`config.mk`:
```
export PLATFORM = sky130hd
export DESIGN_NAME = vdr_ram
export DESIGN_NICKNAME = d
export VERILOG_FILES = /design/src/hdl/vdr_ram.sv
export SDC_FILE = /design/constraint.sdc
export NUM_CORES = 1
export LEC_CHECK = 0
export ABC_AREA = 1
export BUFFER_PORTS_ARGS = -buffer_cell sky130_fd_sc_hd__clkbuf_2
export CAP_MARGIN = 10
export CORE_ASPECT_RATIO = 1.1
export CORE_MARGIN = 2
export CORE_UTILIZATION = 61
export CTS_CLUSTER_DIAMETER = 30
export DETAILED_ROUTE_END_ITERATION = 10
export PLACE_DENSITY_LB_ADDON = 0.1
export RECOVER_POWER = 100
export SLEW_MARGIN = 20
export SYNTH_ARGS = -nofsm -noshare
export SYNTH_HDL_FRONTEND = slang
export SYNTH_SLANG_ARGS = --single-unit
```
`constraint.sdc`:
```
create_clock -name clk -period 1.5 [get_ports clk]
set_clock_uncertainty 0.05 [all_clocks]
set_input_delay 0.3 -clock clk [delete_from_list [all_inputs] [get_ports clk]]
set_output_delay 0.3 -clock clk [all_outputs]
set_load 0.01 [all_outputs]
```
`src/hdl/vdr_ram.sv`:
```
// Generic single-port-write, single-port-read RAM with registered read data.
// Depends on nothing.
module vdr_ram #(
  parameter int WIDTH = 8,
  parameter int DEPTH = 16
) (
  input  logic                     clk,
  input  logic                     we,
  input  logic [$clog2(DEPTH)-1:0] waddr,
  input  logic [WIDTH-1:0]         wdata,
  input  logic [$clog2(DEPTH)-1:0] raddr,
  output logic [WIDTH-1:0]         rdata
);

  logic [WIDTH-1:0] mem [DEPTH];

  always_ff @(posedge clk) begin
    if (we) begin
      mem[waddr] <= wdata;
    end
    rdata <= mem[raddr];
  end

endmodule

```
; After elaboration in Yosys (flattened, before gate mapping)
; Memory sizes are Yosys's and may differ from the RTL's. A register that Yosys moved wholly into a read port is not among the register bits.
; Cells that the tools add are included.
[word_totals]
regBits = 0
ramBits = 128
in_bits = 18
output_inout_bits = 8
mem_count = 1
[memory_table]
columns = memory, words, width, rd, rd_clocked_by_memory_dff, wr, line_no
row1 = mem, 16, 8, 1, 1, 1, 15  ; logic [WIDTH-1:0] mem [DEPTH];
[classes]
n_mux = 2
[ops]
columns = op, n
row1 = $mux 1, 2

; Longest topological paths before layout
[logic_depth]
depth_word = 2
depth_mapped = 8
depth_no_buf = 7

; Worst setup path before layout
; Ideal clock, no wire load.
[synth_path]
path_type = in2reg
start = in waddr[2]
end = mem mem[10][0] (enable)
arrival_time_ns = 0.881
t_required_ns = 1.080
path_slack_ns = 0.199
cell_stages = 2
cell_sequence = nand3b_1 > nor2_1
[synth_rtl]
columns = element, line_no
row1 = "start, declared", 9  ; input logic [$clog2(DEPTH)-1:0] waddr,
row2 = "end, declared", 15
; Straight into the memory's write port.

; Worst setup path in the final report
[layout_path]
start = reg rdata[1], read port of mem
end = out rdata[1]
[layout_rtl]
columns = element, line_no
row1 = "start, declared", 12  ; output logic [WIDTH-1:0] rdata
; No word-level cell between the ends.

==> impl_summary.log <==
INFO  metric status = finished, final reports clean
INFO  metric grt_start_max_net_pins = 41
INFO  metric antenna_found_initial = 0
INFO  metric critical_path_buf_inv_count = 1
INFO  metric setup_violations = 0
INFO  metric overflow = 0
INFO  metric place.port_buffers = 25
INFO  metric synth.net_count = 569
INFO  metric cp-start-kind = register
INFO  metric layout_setup_ws = 123.7 ps
INFO  metric vias = 3883
INFO  metric site_rows = 37
INFO  metric crit_cells = 1
INFO  metric totalNegativeSetupSlack = 0 ps
INFO  metric dp.final_hpwl = 7632 microns
INFO  metric multiInputGateArea = 1214 sq um
INFO  metric cells_along_the_critical_path = clkbuf_1
INFO  metric max-vdd-ir-drop = 0.7836 mV
INFO  metric final_cell_mix = sky130_fd_sc_hd__nand2_1, sky130_fd_sc_hd__edfxtp_1, sky130_fd_sc_hd__inv_1
INFO  metric hold_violations = 0
INFO  metric die_y_extent = 106.0 microns
INFO  metric placeableCoreArea = 9259 sq um
INFO  metric finalNonFillerCells = 727
INFO  metric worst_ep_arrival_time = 1030 ps
INFO  metric fp.dieW = 96.71 microns
INFO  metric grt_util_met3 = 7.101%
INFO  metric detail_route.vias_per_cell = 5.341
INFO  metric area.sequential = 4004 sq um
INFO  metric io_pins = 26
INFO  metric globalRouteMet1Util = 32.90%
INFO  metric worst_skew_pair.late_latency = 530 ps
INFO  metric ys_seq_elements = 136
INFO  metric timing.critical_path.max_delay_family = flip-flops
INFO  metric post-cts-setup-buffer-count = 0
INFO  metric drtIter0Drc = 298
INFO  metric critPathMaxFanout = 1
INFO  metric worst_hold_path_class = in2reg
INFO  metric drt_first_pass_iters = 5
INFO  metric mostFrequentLayoutCell = sky130_fd_sc_hd__nand2_1
INFO  metric timing.hold.worst_path_depth = 3
INFO  metric clock_tree.root_cell = sky130_fd_sc_hd__clkbuf_8
INFO  metric wire_length_reported_by_the_detailed_router = 12640 microns
INFO  metric yosys.area.top_type = sky130_fd_sc_hd__edfxtp_1
INFO  metric route.detailed.drc = 0
INFO  metric cp-end-kind = primary output
INFO  metric criticalPathCategory = reg2out
INFO  metric numClockSinks = 136
INFO  metric post_cts_resize_count = 0
INFO  metric grtUsageMet2 = 45.14%
INFO  metric fin_hold_ws = 114.1 ps
INFO  metric floorplan.initialDensity = 62.28%
INFO  metric cts.path.max_buffers = 2
INFO  metric worst_pin_slew = 842.5 ps
INFO  metric final_period_utilization = 91.75%
INFO  metric die-area = 10250 sq um
INFO  metric fmaxAchievable = 726.6 MHz
INFO  metric utilization = 71.59%
INFO  metric grt_first_pass_wirelength = 20180 microns
INFO  metric post-synth-top-area-fraction = 66.65%
INFO  metric first_global_vias = 3915
INFO  metric cell_area_after_technology_mapping = 5767 sq um
INFO  metric slew_violations = 0
INFO  metric fin_area = 6629 sq um
INFO  metric grt-busiest-layer = met2
INFO  metric htreeDepth = 4
INFO  metric tritoncts.num_buffers = 17
INFO  metric cts_tree = done
INFO  metric netlist_instances = 551
INFO  metric post_cts_hold_buffer_count = 0
INFO  metric place_congestion = 0.8246
INFO  metric worst_setup_hold_path_clk_slew = 60 ps
INFO  metric antennaDiodeCount = 0
INFO  metric worst-r2r-cell-count = 6
INFO  metric drv.max_cap_violation_count = 0
INFO  metric place_ws = 79.89 ps
INFO  metric synth.distinct_cells = 12
INFO  metric worst_slew_margin_rel = 43.83%
INFO  metric total_leakage_power = 2.825 nW
INFO  metric ys.warnings.count = 0
INFO  metric net_count_of_the_finished_layout = 615
INFO  metric area_growth_syn_to_layout = 14.95%
INFO  metric dp_cells = 695
INFO  metric drive_gt1_share = 6.721%
INFO  metric worst_ep_required_time = 1150 ps
INFO  metric synth_sequential_area_ratio = 69.43%
INFO  metric finalCriticalPeriod = 1376 ps
INFO  metric pwr_density_cell = 1347 nW/um^2
INFO  metric crit_slowest_cell = sky130_fd_sc_hd__dfxtp_1
INFO  metric rsz0062_at_grt = no
INFO  metric postSynthAreaPerCell = 10.47 sq um
INFO  metric count_of_antenna_violating_nets_left_after_detailed_routing = 0
INFO  metric totalPowerFinal = 8.930 mW
INFO  metric placement.cell_area = 6130 sq um
INFO  metric fillCellCount = 682
INFO  metric grt_util_all_layers = 26.99%
INFO  metric cell_types_with_the_largest_area_share_after_synthesis = sky130_fd_sc_hd__edfxtp_1, sky130_fd_sc_hd__nand2_1, sky130_fd_sc_hd__nand3_1
INFO  metric cp_slowest_stage_delay = 340 ps
INFO  metric routedWlPerCell = 17.39 microns
[sequential cells by signal (all words and copies together), names as in the netlist]
signal	count
mem	128
rdata	8
[area by class of cell]
cell class	instances	area share [%]
clock buffer	22	6.531
clock inverter	10	2.284
inverter	102	5.776
multi-input combinational	289	18.31
sequential	136	60.40
tap	117	2.208
timing repair buffer	51	4.492
[synthesized netlist by cell type (all sizes together)]
cell    number
nand3       97
nand2      173
dfxtp        8
edfxtp     128
nand3b       2
buf         24
nor2        17
inv        102
[cell families (layout without fill, tap and decap cells)]
| group | count (synthesis) | count (layout) | synth area share, % |
|---|---|---|---|
| and+or+nand+nor | 289 | 289 | 21.05 |
| buffers and inverters | 126 | 185 | 9.525 |
| DFF | 136 | 136 | 69.43 |
[where the power goes]
| part | internal, mW | leakage, nW | switching (mW) | total [mW] |
|---|---|---|---|---|
| combinational | 0.157 | 1.33 | 0.372 | 0.529 |
| sequential | 4.25 | 1.22 | 0.0239 | 4.28 |
| clock | 2.68 | 0.276 | 1.45 | 4.13 |
[layer usage]
| metal | share of wire (%) | routed length, microns |
|---|---|---|
| met5 | 0 | 0 |
| met4 | 2.3 | 288 |
| met3 | 7.7 | 975 |
| met2 | 52 | 6561 |
| met1 | 38 | 4814 |
[worst paths after layout]
| path | startpoint | slack [ps] | to |
|---|---|---|---|
| min reg2reg | mem[10][6]$_DFFE_PP_ | 610 | rdata[6]$_DFF_P_ |
| max reg2reg | mem[6][0]$_DFFE_PP_ | 420 | rdata[0]$_DFF_P_ |
| max | rdata[1]$_DFF_P_ | 120 | rdata[1] |
| min | raddr[3] | 110 | rdata[6]$_DFF_P_ |
Power figures use the tool's default switching activity.
