## config.mk

```make
export PLATFORM = sky130hd
export DESIGN_NAME = vdr_cmp
export DESIGN_NICKNAME = d
export VERILOG_FILES = /design/src/hdl/vdr_pkg.sv /design/src/hdl/vdr_cmp.sv
export SDC_FILE = /design/constraint.sdc
export NUM_CORES = 1
export LEC_CHECK = 0
export BUFFER_PORTS_ARGS = -buffer_cell sky130_fd_sc_hd__clkbuf_2
export CAP_MARGIN = 40
export CORE_AREA = 4 4 99 101
export DETAILED_ROUTE_END_ITERATION = 10
export DIE_AREA = 0 0 103 105
export GPL_ROUTABILITY_DRIVEN = 0
export GPL_TIMING_DRIVEN = 0
export PLACE_DENSITY = 0.62
export SYNTH_ARGS = -nofsm -noshare
export SYNTH_HDL_FRONTEND = slang
export SYNTH_SLANG_ARGS = --single-unit
```

## constraint.sdc

```tcl
create_clock -name vclk -period 1.3
set_input_delay 0.195 -clock vclk [all_inputs]
set_output_delay 0.195 -clock vclk [all_outputs]
set_load 0.005 [all_outputs]
```

## src/hdl/vdr_pkg.sv

```systemverilog
// Shared constants for the vertex dedup / index remap engine.
// Sizes of the stores, field widths, command and status codes.
// No dependencies.
package vdr_pkg;

  localparam int MAX_VERTICES = 256;
  localparam int MAX_STREAMS  = 4;
  localparam int VIDX_W       = 8;
  localparam int SIDX_W       = 2;
  localparam int SLOT_W       = SIDX_W + VIDX_W;
  localparam int SLOTS        = MAX_STREAMS * MAX_VERTICES;
  localparam int ELEM_W       = 128;
  localparam int CNT_W        = 9;
  localparam int MAP_W        = 1 + 2 * VIDX_W;

  localparam logic [1:0] CMD_LOAD  = 2'd0;
  localparam logic [1:0] CMD_BUILD = 2'd1;
  localparam logic [1:0] CMD_QUERY = 2'd2;

  localparam logic [1:0] STS_LOAD  = 2'd0;
  localparam logic [1:0] STS_BUILD = 2'd1;
  localparam logic [1:0] STS_QUERY = 2'd2;

  localparam logic [1:0] REG_VCOUNT = 2'd0;
  localparam logic [1:0] REG_SCOUNT = 2'd1;
  localparam logic [1:0] REG_TYPES  = 2'd2;
  localparam logic [1:0] REG_DEPS   = 2'd3;

endpackage

```

## src/hdl/vdr_cmp.sv

```systemverilog
// Element compare unit: low bytes of two elements, width set by the type code.
// Depends on vdr_pkg.
module vdr_cmp (
  input  logic [vdr_pkg::ELEM_W-1:0] a,
  input  logic [vdr_pkg::ELEM_W-1:0] b,
  input  logic [3:0]                 code,
  output logic                       eq
);
  import vdr_pkg::*;

  localparam int NBYTES = ELEM_W / 8;

  logic [NBYTES-1:0] bmask;
  logic [NBYTES-1:0] bdiff;

  always_comb begin
    case (code)
      4'd1:    bmask = 16'h0001;
      4'd2:    bmask = 16'h0003;
      4'd3:    bmask = 16'h0007;
      4'd4:    bmask = 16'h000F;
      4'd6:    bmask = 16'h000F;
      4'd7:    bmask = 16'h00FF;
      4'd8:    bmask = 16'h0FFF;
      4'd9:    bmask = 16'hFFFF;
      4'd10:   bmask = 16'h000F;
      default: bmask = 16'h0000;
    endcase
  end

  always_comb begin
    for (int i = 0; i < NBYTES; i++) begin
      bdiff[i] = (a[8*i +: 8] != b[8*i +: 8]);
    end
  end

  assign eq = (bmask != '0) && ((bdiff & bmask) == '0);

endmodule

```

### Yosys cells after proc, flatten, opt, wreduce, memory -nomap -nowiden

Memories as Yosys holds them, arrays and structs flattened.
Index checks and enable logic that the tools add are counted.

| word-level totals | value |
|---|---|
| register bits | 0 |
| input bits | 260 |
| word-level logic and storage cells | 21 |
| output and inout port bits | 1 |
| memories kept | 1 |
| bits in read-only memories | 256 |

Memories:

| memory | depth | width | read ports | clocked after Yosys merged registers in | wr ports | RTL line | text |
|---|---|---|---|---|---|---|---|
| (no name shown) | 16 | 16 | 1 | 0 | 0 | vdr_cmp.sv:17 | `case (code)` |

| operators by class | value |
|---|---|
| bitwise logic cells | 1 |
| equality and inequality tests | 16 |
| reductions and logical operators | 3 |

Operators with widths:

| kind | number |
|---|---|
| $ne 8x8->1 | 16 |
| $and 16x16->16 | 1 |
| $logic_not 16->1 | 1 |
| $reduce_bool 16->1 | 1 |
| $logic_and 1x1->1 | 1 |

### Depth between registers and ports, before layout

| logic depth | value |
|---|---|
| word-level depth | 4 |
| mapped depth | 6 |
| gate-level depth less buffers | 6 |

### Worst setup path before layout

No wires, ideal clock.

| timing | value |
|---|---|
| path kind | input-to-output |
| start point | input port b[112] (netlist name) |
| end point | output port eq |
| stages on the path | 6 |
| arrival time | 1227 ps |
| path buffers | 0 |
| required time | 1105 ps |
| path slack | -122 ps |
| path through | xor2_1 > nor4_1 > nand4_1 > o21ai_1 > a31oi_1 > nor4_1 |

| between the ends | value |
|---|---|
| word-level cells in the longest chain between the ends | 4 |

RTL lines:

| what | RTL line | text |
|---|---|---|
| start, declared | vdr_cmp.sv:5 | `input logic [vdr_pkg::ELEM_W-1:0] b,` |
| $ne 8x8->1 | vdr_cmp.sv:33 | `bdiff[i] = (a[8*i +: 8] != b[8*i +: 8]);` |
| $and 16x16->16 | vdr_cmp.sv:37 | `assign eq = (bmask != '0) && ((bdiff & bmask) == '0);` |
| $logic_not 16->1 | vdr_cmp.sv:37 |  |
| $logic_and 1x1->1 | vdr_cmp.sv:37 |  |
| end, declared | vdr_cmp.sv:7 | `output logic eq` |

Every way passes these cells.

### Worst setup path in the final report

| timing | value |
|---|---|
| start point | input port b[125] (netlist name) |
| end point | output port eq |

Same word-level chain as after synthesis.

==> impl_metrics.tcl <==
set metrics [dict create \
    status "finished with violations" \
    failed_checks "negative setup slack" \
    die_area_um2 10800 \
    wire_per_inst_um 11.6 \
    syn_nets 447 \
    hpwlAfterDp_um 6390 \
    port_buffers 261 \
    wire_length_of_the_first_global_routing_pass_um 9210 \
    synth_compound_gate_area_share_pct 3.75 \
    design.final.nets 710 \
    route.antenna.remaining_nets 0 \
    vias_in_the_first_global_route 2336 \
    slew_headroom_pct 75.8 \
    rows 35 \
    synthesis.instances 187 \
    slew_viol_final 0 \
    setup_viol 1 \
    seqCellArea_um2 0 \
    drt_iter0_drc 28 \
    synthDistinctLibCells 20 \
    vias 2313 \
    route.detailed.vias_per_inst 4.14 \
    synth_simple_gate_area_share_pct 21.6 \
    final-hold-violation-count 0 \
    yosysSeqAreaShare_pct 0 \
    antenna_found_initial 0 \
    timing.critical_path.to_type "output pin" \
    fmax_mhz 557 \
    synth.cell_area_um2 1500 \
    cellPowerDensity_nw_per_um2 294 \
    insertedDiodeCount 0 \
    timing_worst_slew_pin_value_ps 360 \
    largest_net_degree_at_the_start_of_global_routing 8 \
    die_w_um 103 \
    share_of_final_layout_standard_cells_stronger_than_drive_strength_1_pct 60.3 \
    setup.worst_path.class "input pin to output pin" \
    area_growth_syn_to_layout_pct 98.5 \
    main_combinational_cell_family_by_area_after_synthesis "XOR/XNOR gates" \
    layout_worst_path_cycle_share_pct 138 \
    finalWorstPathRequiredPeriod_ps 1800 \
    timing.critical_path.from_type "input pin" \
    finalCoreUtilization_pct 33.1 \
    post_cts_hold_buffer_count 0 \
    initial_utilization_pct 16.7 \
    post_layout_worst_setup_margin_ps -496 \
    drc 0 \
    worst_ir_drop_vdd_uv 135 \
    drtPass1Iterations 4 \
    hold_class "input pin to output pin" \
    clock_buffers 0 \
    worst_hold_slack_ps 908 \
    overflow 0 \
    synth-warning-count 0 \
    multi_input_logic_area_um2 1540 \
    max-cap-violations 0 \
    grtUsageTotal_pct 10.2 \
    top_level_ports 261 \
    muxShareOfSynthArea_pct 0 \
    design.core.area_um2 9020 \
    worstPathArrival_ps 1600 \
    synth_fa_ha_area_share_pct 0 \
    post_cts_setup_inserts 0 \
    worst_ep_required_time_ps 1110 \
    final.fill_count 969 \
    yosys.area_share.xor_xnor_pct 74.6 \
    crit_path_max_fanout 1 \
    grt_setup_unrepaired "true" \
    die-height_um 105 \
    drt-total-wl_um 6500 \
    syn_area_cell_um2 8.04 \
    power.static_leakage_nw 1.51 \
    seq_cells 0 \
]
cells by family (layout without fill, tap and decap cells):
logic type | after synthesis | in the layout
buffers and inverters | 0 | 261
XOR/XNOR | 128 | 128
AND/OR/NAND/NOR | 51 | 51
AO/OA/AOI/OAI | 8 | 8
layout by cell type (no fill, tap or decap), types with 2 or more instances in the layout:
master,instances
sky130_fd_sc_hd__clkbuf_2,260
sky130_fd_sc_hd__nand2_1,3
sky130_fd_sc_hd__nand3_1,2
sky130_fd_sc_hd__nand4_1,23
sky130_fd_sc_hd__nor2_1,2
sky130_fd_sc_hd__nor3_1,2
sky130_fd_sc_hd__nor4_1,10
sky130_fd_sc_hd__nor4_2,6
sky130_fd_sc_hd__o21ai_2,2
sky130_fd_sc_hd__xnor2_1,84
sky130_fd_sc_hd__xor2_1,44
power by group:
| part | switching [mW] | internal, mW | total [mW] |
|---|---|---|---|
| Clock | 0 | 0 | 0 |
| Combinational | 0.341 | 0.534 | 0.876 |
| Sequential | 0 | 0 | 0 |
| Total | 0.341 | 0.534 | 0.876 |
path summary, 6_finish.rpt:
kind / depth (start not counted) / start / slack [ps] / to
setup / recovery: 8 / b[125] / -500 / eq
hold / removal: 6 / a[6] / 910 / eq
through the flow:
stage / TNS (ps) / area, µm² / std cells / setup WS (ps) / power (mW)
2_1_floorplan: -108 / 1500 / 187 / -108 / 0.366
3_5_place_dp: -689 / 2950 / 559 / -689 / 0.873
4_1_cts: -600 / 2960 / 559 / -600 / 0.882
6_report: -496 / 2980 / 559 / -496 / 0.876
5_1_grt: -637 / 2980 / 559 / -637 / 0.969
3_3_place_gp: -677 / 2950 / 559 / -677 / 0.851
layer usage:
layer	GRT usage, %	share of wire, %
met4	1.30	1.3
met5	0	0
met2	22.3	56
met1	9.88	31
met3	1.00	12
cell usage after synthesis, drive strengths merged:
library cell / instances / share of area (%)
xnor2: 84 / 49
xor2: 44 / 26
nand4: 23 / 9.6
nor4: 17 / 8.5
nand2: 3 / 0.75
o21ai: 3 / 1.2
nand3: 2 / 0.67
nor2: 2 / 0.50
nor3: 2 / 0.67
a211oi: 1 / 0.50
a21boi: 1 / 0.50
a22oi: 1 / 0.50
a31oi: 1 / 0.42
nand4b: 1 / 0.58
nor2b: 1 / 0.42
o221ai: 1 / 0.58
area by class of cell:
type	instances	share of cell area [%]
tap	111	4.66
timing repair buffer	261	43.8
multi-input combinational	187	51.6
critical path: stages:
cell and delay [ps]:
sky130_fd_sc_hd__clkbuf_2 90, sky130_fd_sc_hd__xor2_1 150, sky130_fd_sc_hd__nor4_1 330, sky130_fd_sc_hd__nand4_1 170, sky130_fd_sc_hd__o21ai_2 160, sky130_fd_sc_hd__a31oi_1 90
sky130_fd_sc_hd__nor4_1 250, sky130_fd_sc_hd__buf_2 170
what timing repair did:
item / CTS / global route
gates resized for setup: 2 / 5
setup endpoints to repair: 1 / 1
pin swaps: 2 / 2
(Power assumes the default switching activity.)
